## src/rtl/msc_ram.sv

```systemverilog
// ----------------------------------------------------------------------------
// msc_ram
// Simple dual-port RAM, one write port, one registered read port.
// ----------------------------------------------------------------------------
module msc_ram #(
    parameter int WIDTH = 8,
    parameter int DEPTH = 16
) (
    input  logic                     clk,
    input  logic                     we,
    input  logic [$clog2(DEPTH)-1:0] waddr,
    input  logic [WIDTH-1:0]         wdata,
    input  logic [$clog2(DEPTH)-1:0] raddr,
    output logic [WIDTH-1:0]         rdata
);

    logic [WIDTH-1:0] mem [DEPTH];
    logic [WIDTH-1:0] rdata_reg;

    always_ff @(posedge clk)
    begin
        if (we)
        begin
            mem[waddr] <= wdata;
        end
        rdata_reg <= mem[raddr];
    end

    assign rdata = rdata_reg;

endmodule

```

## config.mk

```make
export PLATFORM = sky130hd
export DESIGN_NAME = msc_ram
export DESIGN_NICKNAME = d
export VERILOG_FILES = /design/src/rtl/msc_ram.sv
export SDC_FILE = /design/constraint.sdc
export NUM_CORES = 1
export LEC_CHECK = 0
export BUFFER_PORTS_ARGS = -buffer_cell sky130_fd_sc_hd__buf_2
export CORE_UTILIZATION = 39
export CTS_CLUSTER_SIZE = 30
export DETAILED_ROUTE_END_ITERATION = 8
export GPL_TIMING_DRIVEN = 0
export PLACE_DENSITY_LB_ADDON = 0.15
export SLEW_MARGIN = 5
export SYNTH_ARGS = -nofsm -noshare
export SYNTH_HDL_FRONTEND = slang
export SYNTH_SLANG_ARGS = --single-unit
```

## constraint.sdc

```tcl
create_clock -name clk -period 2.4 [get_ports clk]
set_clock_uncertainty 0.15 [all_clocks]
set_input_delay 0.48 -clock clk [delete_from_list [all_inputs] [get_ports clk]]
set_output_delay 0.48 -clock clk [all_outputs]
set_load 0.05 [all_outputs]
```

==> out/qor.yml <==
status: "completed"
cts.clk_slew.worst_paths_ps: 60
synth_area_leaders: "edfxtp_1, mux4_2, mux4_1, dfxtp_1, a22oi_1"
final-setup-viol-count: 0
port_buffers: 24
largest_reg_flops: 128
synthCells: 229
via_count: 2412
die_area_um2: 13660
critPathMaxFanout: 8
setup_slack_ps: 472.8
syn_area_um2: 5147
drt_iter0_markers: 166
crit_type: "input port to register"
grt_overflow: 0
rows: 41
maxSlewHeadroom: 0.2948
dieWidth_um: 116.9
dp_slack_ps: 50.20
initial_utilization: 0.4046
avgSynthCellArea_um2: 22.48
p_leak_uw: 0.002008
cts_buffers: 17
drc: 0
yosysMostFrequentCell: "edfxtp_1"
yosys_warnings: 0
drive_gt1_frac: 0.2927
antenna_found_initial: 0
drt_pass1_iterations: 5
synth_commonest_cells: "edfxtp_1, mux4_2, a22oi_1"
fill_cells: 1088
synth.top_cell.area_share: 0.7467
cts_tree: "yes"
cts_setup_buffers: 0
dp_hpwl_um: 6727
grt_usage: 0.1738
start_kind: "input port"
stdcell_area_um2: 6043
cts.sinks: 136
core_um2: 12720
powerDensity_nw_per_um2: 869.7
placedInstanceArea_um2: 5522
async_flop_share: 0
fp.dieH_um: 116.9
clockRootBuffer: "clkbuf_16"
hold_ws_ps: 302.8
htreeDepth: 4
critPathSlowestCell: "nor2_1"
cts_repair_resize_count: 0
worstHoldPathCells: 1
multiInputGateArea_um2: 1077
layout.nets: 292
wirelength_um: 10570
r2r_cells: 3
yosysTopAreaCell: "edfxtp_1"
finalHoldViolCount: 0
max_freq_ghz: 0.5189
final_util: 0.4750
drv_slew: 0
clock_path_buffers: 2
required_ps: 2290
io_pins: 26
synth-seq-area-share: 0.7778
syn-num-nets: 247
grt_pass1_vias: 2448
synth-seq-cells: 136
seq_area_um2: 4004
grt_max_degree: 17
cp.arrival_ps: 1820
min_period_ps: 1927
critPathMaxStageDelay_ps: 700
rsz0062_at_grt: "false"
maxCapViolations: 0
tns_ps: 0
postRouteAntennaNets: 0
vias_per_cell: 5.255
area_growth_pct: 17.40
ctsHoldBuffers: 0
synthDistinctLibCells: 19
ir_drop_mv: 0.4286
end_kind: "register"
gp_congestion: 0.7147
tightest_slew_ps: 1054
insertedDiodeCount: 0
grt_pass1_wl_um: 15320
synth_edf_count: 128
min_path_type: "input port to register"
ys.flop_type: "edfxtp_1"
period_share: 0.8030
wl_per_cell_um: 23.03
clk-insertion-delay-late_ps: 420
crit_chain: "buf_2, or3b_2, nor2_1"
-- logic make-up (layout without fill, tap and decap cells) --
family	count (synthesis)	count (layout)	share of synthesized area
AO/OA/AOI/OAI	16	16	0.02334
flip-flops	136	136	0.7778
AND/OR/NAND/NOR	35	35	0.03184
buffers and inverters	10	68	0.01677
multiplexers	32	32	0.1502
-- metal layers --
metal | part of all wire | track usage
met5 | 0 | 0
met3 | 0.055 | 0.06231
met4 | 0.011 | 0.06498
met2 | 0.47 | 0.2592
met1 | 0.47 | 0.2359
-- power breakdown --
| group | total, µW | internal [µW] | switching, µW |
|---|---|---|---|
| clock network | 2280 | 1390 | 885 |
| logic | 307 | 106 | 201 |
| registers | 2670 | 2660 | 12.0 |
| total | 5260 | 4160 | 1100 |
-- final cells by class --
class                   count  area share
clock inverters            12     0.01408
multi-input cells          83      0.1783
repair buffers             26     0.02298
flip-flops and latches    136      0.6625
well taps                 172     0.03561
clock buffers              20     0.07226
plain buffers              10     0.01429
-- cells in the final DEF (no fill, tap or decap), drive strengths merged --
master,synthesis,routed
a22oi,16,16
and2,1,1
and2b,1,1
buf,7,33
bufinv,0,1
clkbuf,0,20
clkdlybuf4s25,3,3
clkinv,0,9
clkinvlp,0,2
dfxtp,8,8
edfxtp,128,128
mux4,32,32
nand2,9,9
nand2b,2,2
nand3,1,1
nand3b,2,2
nor2,13,13
nor2b,1,1
nor3,4,4
or3b,1,1
-- path summary, 6_finish.rpt --
kind               from   endpoint  slack (ps)
min reg2reg  mem[15][0]   rdata[0]         520
min            wdata[6]  mem[0][6]         300
max reg2reg   mem[0][3]   rdata[3]         810
max            waddr[2]  mem[1][2]         470
-- critical path: cells and delay by family --
family	cells	cell delay, ps
buffers and inverters	1	110
and+or+nand+nor	2	1210
-- metrics by stage --
stage          cells  power, µW
3_3_place_gp     425       3024
4_1_cts          459       5314
5_1_grt          459       5436
2_1_floorplan    229       2907
3_5_place_dp     427       3031
6_report         459       5256
Note: power is estimated with default switching activity, not from simulation.
