File: src/rtl/msc_pkg.sv
// ----------------------------------------------------------------------------
// msc_pkg
// Types, widths and helpers shared by the mean shift clustering block.
// ----------------------------------------------------------------------------
package msc_pkg;

    localparam int COORD_W     = 32;
    localparam int MAX_POINTS  = 1024;
    localparam int PIDX_W      = $clog2(MAX_POINTS);
    localparam int PCNT_W      = $clog2(MAX_POINTS + 1);
    localparam int MAX_CENTRES = 256;
    localparam int CIDX_W      = $clog2(MAX_CENTRES);
    localparam int CCNT_W      = $clog2(MAX_CENTRES + 1);
    localparam int MAX_ITER    = 1024;
    localparam int ITER_W      = $clog2(MAX_ITER + 1);
    localparam int SUM_W       = COORD_W + PIDX_W;
    localparam int DIST_W      = COORD_W + 1;
    localparam int SCL_W       = DIST_W + 10;
    localparam int RADIUS_W    = 20;
    localparam int STEP_W      = 11;
    localparam int THR_W       = RADIUS_W + STEP_W;
    localparam int SQ_W        = 32;
    localparam int PROD_W      = 2 * SQ_W;
    localparam int CFG_IDX_W   = 2;
    localparam int CFG_DATA_W  = RADIUS_W;
    localparam int POINT_W     = 3 * COORD_W;

    localparam logic [RADIUS_W-1:0] RADIUS_RESET = RADIUS_W'(10240);
    localparam logic [STEP_W-1:0]   STEP_RESET   = STEP_W'(102);

    typedef enum logic [CFG_IDX_W-1:0] {
        CFG_RADIUS = 2'd0,
        CFG_STEP   = 2'd1
    } cfg_idx_e;

    typedef enum logic [1:0] {
        MODE_LOAD     = 2'd0,
        MODE_CLASSIFY = 2'd1,
        MODE_CLEAR    = 2'd2
    } mode_e;

    typedef enum logic [2:0] {
        ST_LOADED     = 3'd0,
        ST_DROPPED    = 3'd1,
        ST_CLASSIFIED = 3'd2,
        ST_BAD_INDEX  = 3'd3,
        ST_TABLE_FULL = 3'd4
    } status_e;

    typedef struct packed {
        logic [1:0]                mode;
        logic signed [COORD_W-1:0] coord_x;
        logic signed [COORD_W-1:0] coord_y;
        logic signed [COORD_W-1:0] coord_z;
        logic [PIDX_W-1:0]         point_index;
    } msc_in_t;

    typedef struct packed {
        status_e           status;
        logic [CIDX_W-1:0] cluster_index;
        logic              new_cluster;
        logic              iteration_capped;
    } msc_out_t;

    typedef struct packed {
        logic signed [COORD_W-1:0] x;
        logic signed [COORD_W-1:0] y;
        logic signed [COORD_W-1:0] z;
    } point_t;

    typedef struct packed {
        logic            start;
        logic [SQ_W-1:0] a;
        logic [SQ_W-1:0] b;
        logic [SQ_W-1:0] c;
    } sqd_req_t;

    typedef struct packed {
        logic              done;
        logic [PROD_W-1:0] sum;
    } sqd_rsp_t;

    typedef struct packed {
        logic              start;
        logic [SUM_W-1:0]  dividend;
        logic [PCNT_W-1:0] divisor;
    } div_req_t;

    typedef struct packed {
        logic             done;
        logic [SUM_W-1:0] quotient;
    } div_rsp_t;

    typedef enum logic [4:0] {
        S_IDLE,
        S_SEED,
        S_RR,
        S_RR_WAIT,
        S_TT_WAIT,
        S_PASS,
        S_PT_RD,
        S_PT_DIFF,
        S_PT_WAIT,
        S_PT_NEXT,
        S_MEAN,
        S_DIV_GO,
        S_DIV_WAIT,
        S_TH,
        S_TH_WAIT,
        S_CS_START,
        S_CS_RD,
        S_CS_DATA,
        S_CS_END,
        S_RESP
    } state_e;

    function automatic logic [DIST_W-1:0] abs_diff(input logic signed [COORD_W-1:0] a,
                                                   input logic signed [COORD_W-1:0] b);
        logic signed [DIST_W-1:0] d;
        d = DIST_W'(a) - DIST_W'(b);
        return d[DIST_W-1] ? DIST_W'(-d) : DIST_W'(d);
    endfunction

endpackage

File: src/rtl/msc_sqd.sv
// ----------------------------------------------------------------------------
// msc_sqd
// Shared sum-of-squares unit: a*a + b*b + c*c with one multiplier.
// ----------------------------------------------------------------------------
module msc_sqd
    import msc_pkg::*;
(
    input  logic     clk,
    input  logic     rst_n,
    input  sqd_req_t req,
    output sqd_rsp_t rsp
);

    logic              busy_reg, busy_next;
    logic [1:0]        step_reg, step_next;
    logic              done_reg, done_next;
    logic [SQ_W-1:0]   a_reg, a_next, b_reg, b_next, c_reg, c_next;
    logic [PROD_W-1:0] prod_reg, prod_next;
    logic [PROD_W-1:0] acc_reg, acc_next;
    logic [SQ_W-1:0]   op;

    always_comb
    begin
        unique case (step_reg)
            2'd0:    op = a_reg;
            2'd1:    op = b_reg;
            default: op = c_reg;
        endcase
    end

    always_comb
    begin
        busy_next = busy_reg;
        step_next = step_reg;
        done_next = 1'b0;
        a_next    = a_reg;
        b_next    = b_reg;
        c_next    = c_reg;
        prod_next = prod_reg;
        acc_next  = acc_reg;
        if (req.start)
        begin
            a_next    = req.a;
            b_next    = req.b;
            c_next    = req.c;
            step_next = 2'd0;
            busy_next = 1'b1;
        end
        else if (busy_reg)
        begin
            prod_next = PROD_W'(op) * PROD_W'(op);
            // first step has no product yet
            acc_next  = (step_reg == 2'd0) ? '0 : acc_reg + prod_reg;
            step_next = step_reg + 2'd1;
            if (step_reg == 2'd3)
            begin
                busy_next = 1'b0;
                done_next = 1'b1;
            end
        end
    end

    always_ff @(posedge clk or negedge rst_n)
    begin
        if (!rst_n)
        begin
            busy_reg <= 1'b0;
            step_reg <= 2'd0;
            done_reg <= 1'b0;
        end
        else
        begin
            busy_reg <= busy_next;
            step_reg <= step_next;
            done_reg <= done_next;
        end
    end

    always_ff @(posedge clk)
    begin
        a_reg    <= a_next;
        b_reg    <= b_next;
        c_reg    <= c_next;
        prod_reg <= prod_next;
        acc_reg  <= acc_next;
    end

    assign rsp.done = done_reg;
    assign rsp.sum  = acc_reg;

endmodule

File: config.mk
export PLATFORM = sky130hd
export DESIGN_NAME = msc_sqd
export DESIGN_NICKNAME = d
export VERILOG_FILES = /design/src/rtl/msc_pkg.sv /design/src/rtl/msc_sqd.sv
export SDC_FILE = /design/constraint.sdc
export NUM_CORES = 2
export LEC_CHECK = 0
export ABC_AREA = 1
export BUFFER_PORTS_ARGS = -buffer_cell sky130_fd_sc_hd__buf_2
export CORE_ASPECT_RATIO = 1.2
export CORE_MARGIN = 5
export CORE_UTILIZATION = 55
export DETAILED_ROUTE_END_ITERATION = 10
export GPL_ROUTABILITY_DRIVEN = 1
export PLACE_DENSITY = 0.72
export SLEW_MARGIN = 0
export SYNTH_ARGS = -nofsm -noshare
export SYNTH_HDL_FRONTEND = slang
export SYNTH_SLANG_ARGS = --single-unit
File: constraint.sdc
create_clock -name clk -period 21.2 [get_ports clk]
set_clock_uncertainty 0.15 [all_clocks]
set_input_delay 1.06 -clock clk [delete_from_list [all_inputs] [get_ports clk]]
set_output_delay 1.06 -clock clk [all_outputs]
set_load 0.03 [all_outputs]
==> summary.md <==
| Metric | Value |
|---|---|
| Area fraction of the dominant cell type after synthesis | 35.7% |
| Number of enable flip-flop cells after synthesis | 223 |
| #FFs+latches synth | 227 |
| Summed instance area of the synthesized netlist | 44300 um^2 |
| Total setup violations reported at the end of the flow | 0 |
| Width of the chip | 269 um |
| Finished Layout Cells | 6700 |
| Overall Global Routing Usage | 28.4% |
| Number of input and output port buffers inserted | 163 |
| Xor and xnor fraction of the mapped netlist area | 1.48% |
| Result of the run | finished, final reports clean |
| Maximum single-stage delay on the critical path | 0.71 ns |
| Type of the worst setup path | reg -> reg |
| HPWL after DPL | 100 mm |
| Maximum clock insertion buffer count | 3 |
| Most frequent CP cell | fa_1 |
| GPL Wtd Cong | 1.00 |
| Final count of pins violating max slew | 0 |
| Starting density of the core | 55.2% |
| Remaining routing DRC violations | 0 |
| Detailed Route Iter0 Violations | 2046 |
| Count of nets after finishing | 6879 |
| CTS H-tree depth | 1 |
| Maximum fanout count along the critical path | 34 |
| Number of buffers inserted for hold repair after clock tree synthesis | 0 |
| Synthesized-area fraction occupied by and/or/nand/nor cells | 17.0% |
| Average detailed-routed wire length per instance | 18.0 um |
| Antenna Cells | 0 |
| Post-synthesis sequential area ratio | 15.4% |
| Residual antenna-violating net count after detailed routing | 0 |
| Resized Gates After CTS | 0 |
| Worst path slowest cell | inv_2 |
| Dominant combinational cell family by area after synthesis | adder cells |
| Routed WL | 121 mm |
| Main area contributors after synthesis | fa_1 36%, edfxtp_1 15%, inv_1 14% |
| Transition time of the tightest slew-check pin | 1.03 ns |
| Most used flip-flop cell after synthesis | edfxtp_1 |
| Clock tree from TritonCTS | built |
| Leading cell types in the layout, fill and taps excluded | 1676 x inv_1, 1469 x nand2_1, 789 x fa_1, 354 x ha_1, 267 x nor2_1 |
| R2r setup slk | 12.03 ns |
| Vias | 34863 |
| Compound-gate portion of the synthesized area | 4.59% |
| CP Data Required Time | 21.39 ns |
| Antenna violations before repair | 0 |
| IO Count | 164 |
| Ys async rst share | 1.76% |
| Sink count of the clock tree | 227 |
| Layout cell share with drive strength beyond 1 | 4.99% |
| Avg Synthesized Cell Area | 8.00 um^2 |
| Cell at the root of the clock tree | clkbuf_16 |
| Share of cell area taken by muxes after synthesis | 0.0254% |
| Clock edge transition at the registers on the reported setup and hold paths | 0.06 ns |
| Detailed-routing iteration count for the pre-antenna-repair pass | 5 |
| Die area | 86300 um^2 |
| Number of setup buffers added after CTS | 0 |
| Worst slew margin relative to its limit | 31.1% |
| Final critical-path share of the clock period | 43.3% |
| Max reg flops | 64 |
| Startpoint type of the worst setup path | register |
| FP Rows | 114 |
| Number of instances in the synthesized netlist | 5535 |
| Leading cell type in the layout, fill and taps excluded | inv_1 |
| Routed via count divided by cell count | 5.20 |
| Adder and majority cell fraction of the synthesized area | 45.7% |
| Tmin final | 9.17 ns |
| Largest net degree at the start of global routing | 70 |
| Number of failing hold endpoints at the final stage | 0 |
| FMAX | 0.109 GHz |
| Post-placement cell count | 6651 |
| Latest clock arrival within the worst-skew pair | 0.59 ns |
| Layout overhead on the synthesized area | 5.71% |
| RSZ-0062 raised after global routing | false |
| Number of buffers added by the clock tree synthesis step | 27 |
| Endpoint kind of the worst setup timing path | register |
| Final setup TNS | 0 ns |
| CP Data Arrival Time | 9.36 ns |
| Min-delay worst type | in -> async |
| Overall die height | 321 um |
| First-pass GRT wire length | 192 mm |
| Via count of the first global-routing pass | 37368 |
| Max-capacitance violation count | 0 |
| Post-synthesis cell type with the largest combined area | fa_1 |
| Sum of overflow across all layers after global routing | 0 |
| Warning count from the yosys run | 0 |
| Synth unique cells | 37 |
| Placeable core region | 80200 um^2 |
| Total nets after synthesis | 6778 |
[through the flow]
| step | setup WS, ns | hold slack (ns) | utilization [%] | area (um^2) |
|---|---|---|---|---|
| final | 12.03 | 0.134 | 58.4 | 46800 |
| after global routing | 11.54 | 0.121 | 58.4 | 46800 |
| after CTS | 12.08 | 0.113 | 58.4 | 46800 |
| after detailed placement | 12.10 | 0.394 | 57.3 | 45900 |
| after global placement | 12.21 | 0.355 | 57.3 | 45900 |
| after floorplan | 13.68 | 0.336 | - | 44300 |
[final timing paths]
| check | from | endpoint | cells past startpoint |
|---|---|---|---|
| setup / recovery | step_reg[1] | prod_reg[59] | 30 |
| hold / removal | rst_n | busy_reg | 1 |
| setup reg to reg | step_reg[1] | prod_reg[59] | 30 |
| hold reg to reg | busy_reg | busy_reg | 2 |
| max in group asynchronous | rst_n | step_reg[1] | 1 |
| min in group clk | busy_reg | busy_reg | 2 |
[critical path, delay by kind of cell (launching register included)]
kind | cells | cell delay, ns
buffers and inverters | 8 | 1.65
AOI/OAI and AO/OA | 4 | 1.06
and+or+nand+nor | 7 | 1.11
DFF | 1 | 0.35
adders and majority gates | 10 | 4.36
xor gates and xnor gates | 1 | 0.22
[Yosys cell counts (18+ instances only)]
cell / number
nand3_1: 117
buf_2: 88
a22o_1: 20
inv_1: 1678
o21ai_0: 78
a21oi_1: 188
fa_1: 789
nand4_1: 18
ha_1: 355
nand2_1: 1469
o21bai_1: 30
buf_4: 22
inv_2: 18
xor2_1: 64
nor2_1: 268
nor3_1: 22
edfxtp_1: 223
[logic make-up after synthesis]
group | after synthesis
AOI/OAI and AO/OA | 354
xor gates and xnor gates | 75
adders and majority gates | 1144
buffers and inverters | 1812
DFF | 227
muxes | 1
and+or+nand+nor | 1922
[metal layers]
layer / global-route usage [%] / wire length, um / vias to the layer above / share of wire (%)
met5: 0 / 0 / - / 0
met4: 13.0 / 7010 / 0 / 5.8
met3: 4.10 / 8300 / 381 / 6.9
met2: 50.1 / 59700 / 1416 / 49
met1: 34.4 / 45700 / 16767 / 38
li1: - / - / 16299 / -
[area by class of cell]
type | instances | area, um^2
clock buffer | 33 | 698
inverter | 1696 | 6370
sequential | 227 | 6800
timing repair buffer | 188 | 1010
tap | 1044 | 1310
fill | 7281 | 33400
multi-input combinational | 3496 | 30500
clock inverter | 16 | 151
Power is not shown: default switching activity piles up to over one toggle a cycle in this logic, so the estimate is an artifact.
