===== config.mk =====
export PLATFORM = sky130hd
export DESIGN_NAME = msc_div
export DESIGN_NICKNAME = d
export VERILOG_FILES = /design/src/rtl/msc_pkg.sv /design/src/rtl/msc_div.sv
export SDC_FILE = /design/constraint.sdc
export NUM_CORES = 1
export LEC_CHECK = 0
export ABC_AREA = 0
export BUFFER_PORTS_ARGS = -buffer_cell sky130_fd_sc_hd__buf_2
export CAP_MARGIN = 20
export CORE_MARGIN = 8
export CORE_UTILIZATION = 35
export CTS_CLUSTER_DIAMETER = 200
export CTS_CLUSTER_SIZE = 14
export DETAILED_ROUTE_END_ITERATION = 12
export HOLD_SLACK_MARGIN = 0.06
export PLACE_DENSITY_LB_ADDON = 0.08
export SYNTH_ARGS = -nofsm -noshare
export SYNTH_HDL_FRONTEND = slang
export SYNTH_SLANG_ARGS = --single-unit

===== constraint.sdc =====
create_clock -name clk -period 6.8 [get_ports clk]
set_clock_uncertainty 0.2 [all_clocks]
set_input_delay 0.68 -clock clk [delete_from_list [all_inputs] [get_ports clk]]
set_output_delay 0.68 -clock clk [all_outputs]
set_load 0.01 [all_outputs]

===== src/rtl/msc_pkg.sv =====
// ----------------------------------------------------------------------------
// msc_pkg
// Types, widths and helpers shared by the mean shift clustering block.
// ----------------------------------------------------------------------------
package msc_pkg;

    localparam int COORD_W     = 32;
    localparam int MAX_POINTS  = 1024;
    localparam int PIDX_W      = $clog2(MAX_POINTS);
    localparam int PCNT_W      = $clog2(MAX_POINTS + 1);
    localparam int MAX_CENTRES = 256;
    localparam int CIDX_W      = $clog2(MAX_CENTRES);
    localparam int CCNT_W      = $clog2(MAX_CENTRES + 1);
    localparam int MAX_ITER    = 1024;
    localparam int ITER_W      = $clog2(MAX_ITER + 1);
    localparam int SUM_W       = COORD_W + PIDX_W;
    localparam int DIST_W      = COORD_W + 1;
    localparam int SCL_W       = DIST_W + 10;
    localparam int RADIUS_W    = 20;
    localparam int STEP_W      = 11;
    localparam int THR_W       = RADIUS_W + STEP_W;
    localparam int SQ_W        = 32;
    localparam int PROD_W      = 2 * SQ_W;
    localparam int CFG_IDX_W   = 2;
    localparam int CFG_DATA_W  = RADIUS_W;
    localparam int POINT_W     = 3 * COORD_W;

    localparam logic [RADIUS_W-1:0] RADIUS_RESET = RADIUS_W'(10240);
    localparam logic [STEP_W-1:0]   STEP_RESET   = STEP_W'(102);

    typedef enum logic [CFG_IDX_W-1:0] {
        CFG_RADIUS = 2'd0,
        CFG_STEP   = 2'd1
    } cfg_idx_e;

    typedef enum logic [1:0] {
        MODE_LOAD     = 2'd0,
        MODE_CLASSIFY = 2'd1,
        MODE_CLEAR    = 2'd2
    } mode_e;

    typedef enum logic [2:0] {
        ST_LOADED     = 3'd0,
        ST_DROPPED    = 3'd1,
        ST_CLASSIFIED = 3'd2,
        ST_BAD_INDEX  = 3'd3,
        ST_TABLE_FULL = 3'd4
    } status_e;

    typedef struct packed {
        logic [1:0]                mode;
        logic signed [COORD_W-1:0] coord_x;
        logic signed [COORD_W-1:0] coord_y;
        logic signed [COORD_W-1:0] coord_z;
        logic [PIDX_W-1:0]         point_index;
    } msc_in_t;

    typedef struct packed {
        status_e           status;
        logic [CIDX_W-1:0] cluster_index;
        logic              new_cluster;
        logic              iteration_capped;
    } msc_out_t;

    typedef struct packed {
        logic signed [COORD_W-1:0] x;
        logic signed [COORD_W-1:0] y;
        logic signed [COORD_W-1:0] z;
    } point_t;

    typedef struct packed {
        logic            start;
        logic [SQ_W-1:0] a;
        logic [SQ_W-1:0] b;
        logic [SQ_W-1:0] c;
    } sqd_req_t;

    typedef struct packed {
        logic              done;
        logic [PROD_W-1:0] sum;
    } sqd_rsp_t;

    typedef struct packed {
        logic              start;
        logic [SUM_W-1:0]  dividend;
        logic [PCNT_W-1:0] divisor;
    } div_req_t;

    typedef struct packed {
        logic             done;
        logic [SUM_W-1:0] quotient;
    } div_rsp_t;

    typedef enum logic [4:0] {
        S_IDLE,
        S_SEED,
        S_RR,
        S_RR_WAIT,
        S_TT_WAIT,
        S_PASS,
        S_PT_RD,
        S_PT_DIFF,
        S_PT_WAIT,
        S_PT_NEXT,
        S_MEAN,
        S_DIV_GO,
        S_DIV_WAIT,
        S_TH,
        S_TH_WAIT,
        S_CS_START,
        S_CS_RD,
        S_CS_DATA,
        S_CS_END,
        S_RESP
    } state_e;

    function automatic logic [DIST_W-1:0] abs_diff(input logic signed [COORD_W-1:0] a,
                                                   input logic signed [COORD_W-1:0] b);
        logic signed [DIST_W-1:0] d;
        d = DIST_W'(a) - DIST_W'(b);
        return d[DIST_W-1] ? DIST_W'(-d) : DIST_W'(d);
    endfunction

endpackage


===== src/rtl/msc_div.sv =====
// ----------------------------------------------------------------------------
// msc_div
// Restoring divider, one quotient bit per cycle.
// ----------------------------------------------------------------------------
module msc_div
    import msc_pkg::*;
(
    input  logic     clk,
    input  logic     rst_n,
    input  div_req_t req,
    output div_rsp_t rsp
);

    localparam int DCNT_W = $clog2(SUM_W);

    logic              busy_reg, busy_next;
    logic              done_reg, done_next;
    logic [DCNT_W-1:0] cnt_reg, cnt_next;
    logic [PCNT_W-1:0] rem_reg, rem_next;
    logic [PCNT_W-1:0] dvs_reg, dvs_next;
    logic [SUM_W-1:0]  quo_reg, quo_next;
    logic [PCNT_W:0]   trial;
    logic              qbit;

    always_comb
    begin
        busy_next = busy_reg;
        done_next = 1'b0;
        cnt_next  = cnt_reg;
        rem_next  = rem_reg;
        dvs_next  = dvs_reg;
        quo_next  = quo_reg;
        trial     = {rem_reg, quo_reg[SUM_W-1]};
        qbit      = trial >= {1'b0, dvs_reg};
        if (req.start)
        begin
            busy_next = 1'b1;
            cnt_next  = '0;
            rem_next  = '0;
            dvs_next  = req.divisor;
            quo_next  = req.dividend;
        end
        else if (busy_reg)
        begin
            rem_next = qbit ? PCNT_W'(trial - {1'b0, dvs_reg}) : trial[PCNT_W-1:0];
            quo_next = {quo_reg[SUM_W-2:0], qbit};
            cnt_next = cnt_reg + DCNT_W'(1);
            if (cnt_reg == DCNT_W'(SUM_W - 1))
            begin
                busy_next = 1'b0;
                done_next = 1'b1;
            end
        end
    end

    always_ff @(posedge clk or negedge rst_n)
    begin
        if (!rst_n)
        begin
            busy_reg <= 1'b0;
            done_reg <= 1'b0;
            cnt_reg  <= '0;
        end
        else
        begin
            busy_reg <= busy_next;
            done_reg <= done_next;
            cnt_reg  <= cnt_next;
        end
    end

    always_ff @(posedge clk)
    begin
        rem_reg <= rem_next;
        dvs_reg <= dvs_next;
        quo_reg <= quo_next;
    end

    assign rsp.done     = done_reg;
    assign rsp.quotient = quo_reg;

endmodule


==> flow_summary.toml <==
[yosys]
syn_inst = 275
syn_nets = 345
synth_area_leader_cell = "edfxtp_1"
ys_types = 48
synth_compound_gate_area_share = 0.07843
avgSynthCellArea_um2 = 12.99
syn_area_um2 = 3573
synthAdderAreaFrac = 0.05112
ys_warn_count = 0
yosys.area.top_type_share = 0.4454
synth-seq-cells = 72
synth_top_family_by_area = "multiplexers"
synth-xor-area-share = 0.02206
synth.area.top_cells = "edfxtp_1, mux2_2, dfxtp_1, dfrtp_1, ha_1"
yosys.area_share.simple = 0.09349
yosys-mux-area-fraction = 0.1562
yosysSeqAreaShare = 0.5630

[clock_network]
cts_resized = 0
tritoncts = "done"
htreeDepth = 3
cts_root_buffer = "clkbuf_8"
clkTransAtPathRegs_ns = 0.08
clock-sinks = 72
cts_buffers = 9
cts_setup_buffers = 0
clock_latency_ns = 0.35
clk_path_buf_depth = 2

[global_route]
antenna_found_initial = 1
grt_pass1_wl_um = 12260
grt_pass1_vias = 2555
track_usage = 0.1162
grt_max_degree = 47
grt_overflow = 0

[sta]
finalSetupViolCount = 0
whs_ns = 0.3069
max_freq_ghz = 0.3376
hold_viol_final = 0
fin_setup_tns_ns = 0
slew_headroom = 0.3286
rsz0062_at_grt = "no"
finalMaxSlewViolations = 0
worst_slew_pin_slew_ns = 1.007
fin_ws_ns = 3.838
min_period_over_period = 0.4356
finalCriticalPeriod_ns = 2.962

[critical_path]
cp-start-kind = "flop"
critPathRequiredTime_ns = 6.83
crit_arrival_ns = 3.00
crit_type = "reg2reg"
cp_max_fo = 14
cp-end-kind = "flop"

[power]
swShare = 0.2987
p_comb_frac = 0.288
switchingPower_w = 0.0004167
vdd_ir_drop_max_v = 0.0001235
p_clk_frac = 0.299
p_leak_nw = 1.885
seqPwrFrac = 0.413
cellPowerDensity_nw_per_um2 = 314.2
internal_power_w = 0.0009781

[route]
first_pass_iters = 4
wl_um = 7649
drt_iter0_drc = 99
post-route-drc-count = 0
ant_nets = 0
via_per_inst = 4.701
dr_total_vias = 2421
wire_per_inst_um = 14.85

[floorplan]
initial_core_util = 0.3525
rows = 37
core_um2 = 10140
num_io_pins = 99
die_y_um = 117.0
die_width_um = 117.0
dieArea_um2 = 13700

[placed_design]
dp_hpwl_um = 5543
io_buffers = 98
place_congestion = 0.7256
dp_slack_ns = 3.820

[final_layout]
seq_area_um2 = 2012
nNetsFinal = 444
fin_util = 0.4379
drive_gt1_frac = 0.4485
antenna_cells = 0
multi_input_area_um2 = 1434
area_growth_pct = 24.23
largest_reg_flops = 42
num-fill-cells = 979

[flow_run]
max_cap_viol_count = 0

[worst_hold_path]
min_path_type = "in2reg"

[status]
status = "completed"
power by group through the flow:
stage,Clock (W),Combinational [W],Sequential [W]
after floorplan,0,0.000291,0.000594
after global placement,0,0.000405,0.000587
after detailed placement,0,0.000404,0.000586
after CTS,0.000430,0.000409,0.000577
after global routing,0.000449,0.000454,0.000586
final,0.000417,0.000402,0.000576
cells in the mapped netlist (all sizes together):
cell and number:
a2111oi 1, mux2i 7, nand2 8, a211oi 9, o211ai 2, or4 1
clkbuf 4, nand4b 1, clkinv 1, and2 2, nor3 2, a21oi 5
nor2b 2, xnor2 6, mux2 43, edfxtp 53, o22ai 2, nor4bb 1
dfrtp 8, nor4 1, nand3 6, nor3b 1, o21a 2, buf 9
ha 13, nor2 22, fa 1, o21ai 13, inv 16, xor2 3
nand2b 4, or3 5, nand4 3, dfxtp 11, o31a 2, nand3b 1
a311oi 2, o2111ai 2
placed cells by master, fill, tap and decap left out, types with 2 or more instances in the layout:
cell / synthesis / final
nand4_1: 3 / 3
a311oi_1: 2 / 2
nand3_1: 5 / 5
or3_1: 2 / 2
o21a_1: 2 / 2
xor2_1: 3 / 3
mux2i_1: 7 / 7
dfxtp_1: 11 / 11
o21ai_2: 2 / 2
dfrtp_1: 8 / 8
xnor2_1: 6 / 6
inv_6: 0 / 2
a21oi_1: 5 / 5
a211oi_1: 8 / 8
clkbuf_8: 0 / 9
mux2_2: 42 / 42
nand2_1: 8 / 8
o31a_1: 2 / 2
buf_2: 1 / 98
o21ai_0: 11 / 11
buf_4: 1 / 2
o22ai_1: 2 / 2
edfxtp_1: 53 / 53
nand2b_1: 4 / 4
ha_1: 13 / 13
o211ai_1: 2 / 2
nor2_1: 22 / 22
bufinv_16: 0 / 3
nor2b_1: 2 / 2
o2111ai_1: 2 / 2
nor3_1: 2 / 2
inv_1: 16 / 15
or3_2: 3 / 3
path summary, 6_finish.rpt:
kind	end	slack [ns]	startpoint	depth (start not counted)
min in group asynchronous	cnt_reg[4]$_DFFE_PN0P_	0.51	rst_n	2
max in group asynchronous	cnt_reg[2]$_DFFE_PN0P_	5.73	rst_n	2
worst max-delay path	rem_reg[10]$_SDFFE_PP0P_	3.84	quo_reg[41]$_DFFE_PP_	9
worst max register to register	rem_reg[10]$_SDFFE_PP0P_	3.84	quo_reg[41]$_DFFE_PP_	9
worst min-delay path	dvs_reg[3]$_DFFE_PP_	0.31	req[3]	1
worst min register to register	rem_reg[2]$_SDFFE_PP0P_	0.31	rem_reg[2]$_SDFFE_PP0P_	2
routing by layer:
layer / GRT usage / up-vias / wire length [um]
met5: 0 / - / 10
met4: 0.04096 / 2 / 81
met3: 0.04566 / 10 / 525
met2: 0.1812 / 61 / 3665
met1: 0.1433 / 1132 / 3367
li1: - / 1216 / -
area by class of cell:
| type | count | share of cell area |
|---|---|---|
| flip-flops and latches | 72 | 0.4532 |
| multi-input cells | 173 | 0.3230 |
| repair buffers | 101 | 0.1161 |
| well taps | 136 | 0.03833 |
| clock buffers | 10 | 0.02875 |
| clock inverters | 6 | 0.02593 |
| inverters | 17 | 0.01466 |
timing repair:
| item | 4_1_cts | 5_1_grt |
|---|---|---|
| hold endpoints to repair | 8 | 0 |
| setup endpoints to repair | 0 | 0 |
| hold buffers | 1 | 0 |
stage by stage:
step / cells / power (W) / cell area (um^2)
floorplan: 275 / 0.0008850 / 3573
global placement: 498 / 0.0009923 / 4187
detailed placement: 498 / 0.0009903 / 4187
CTS: 515 / 0.001416 / 4439
global route: 515 / 0.001488 / 4439
finish: 515 / 0.001395 / 4439
worst max-delay path, stage by stage, from the launching register on:
cell and delay, ns:
edfxtp_1 0.35, inv_1 0.06, ha_1 0.22, fa_1 0.40, nor2b_1 0.16, o31a_1 0.19
o21ai_2 0.13, o21ai_2 0.61, o21ai_0 0.20, a311oi_1 0.33
cells by family after synthesis:
kind of cell,Yosys count
compound gates,40
xor+xnor,9
fa+ha+maj,14
buf+inv,30
flops,72
mux,50
simple gates,60
No activity file was read; power rests on OpenSTA's default activity.
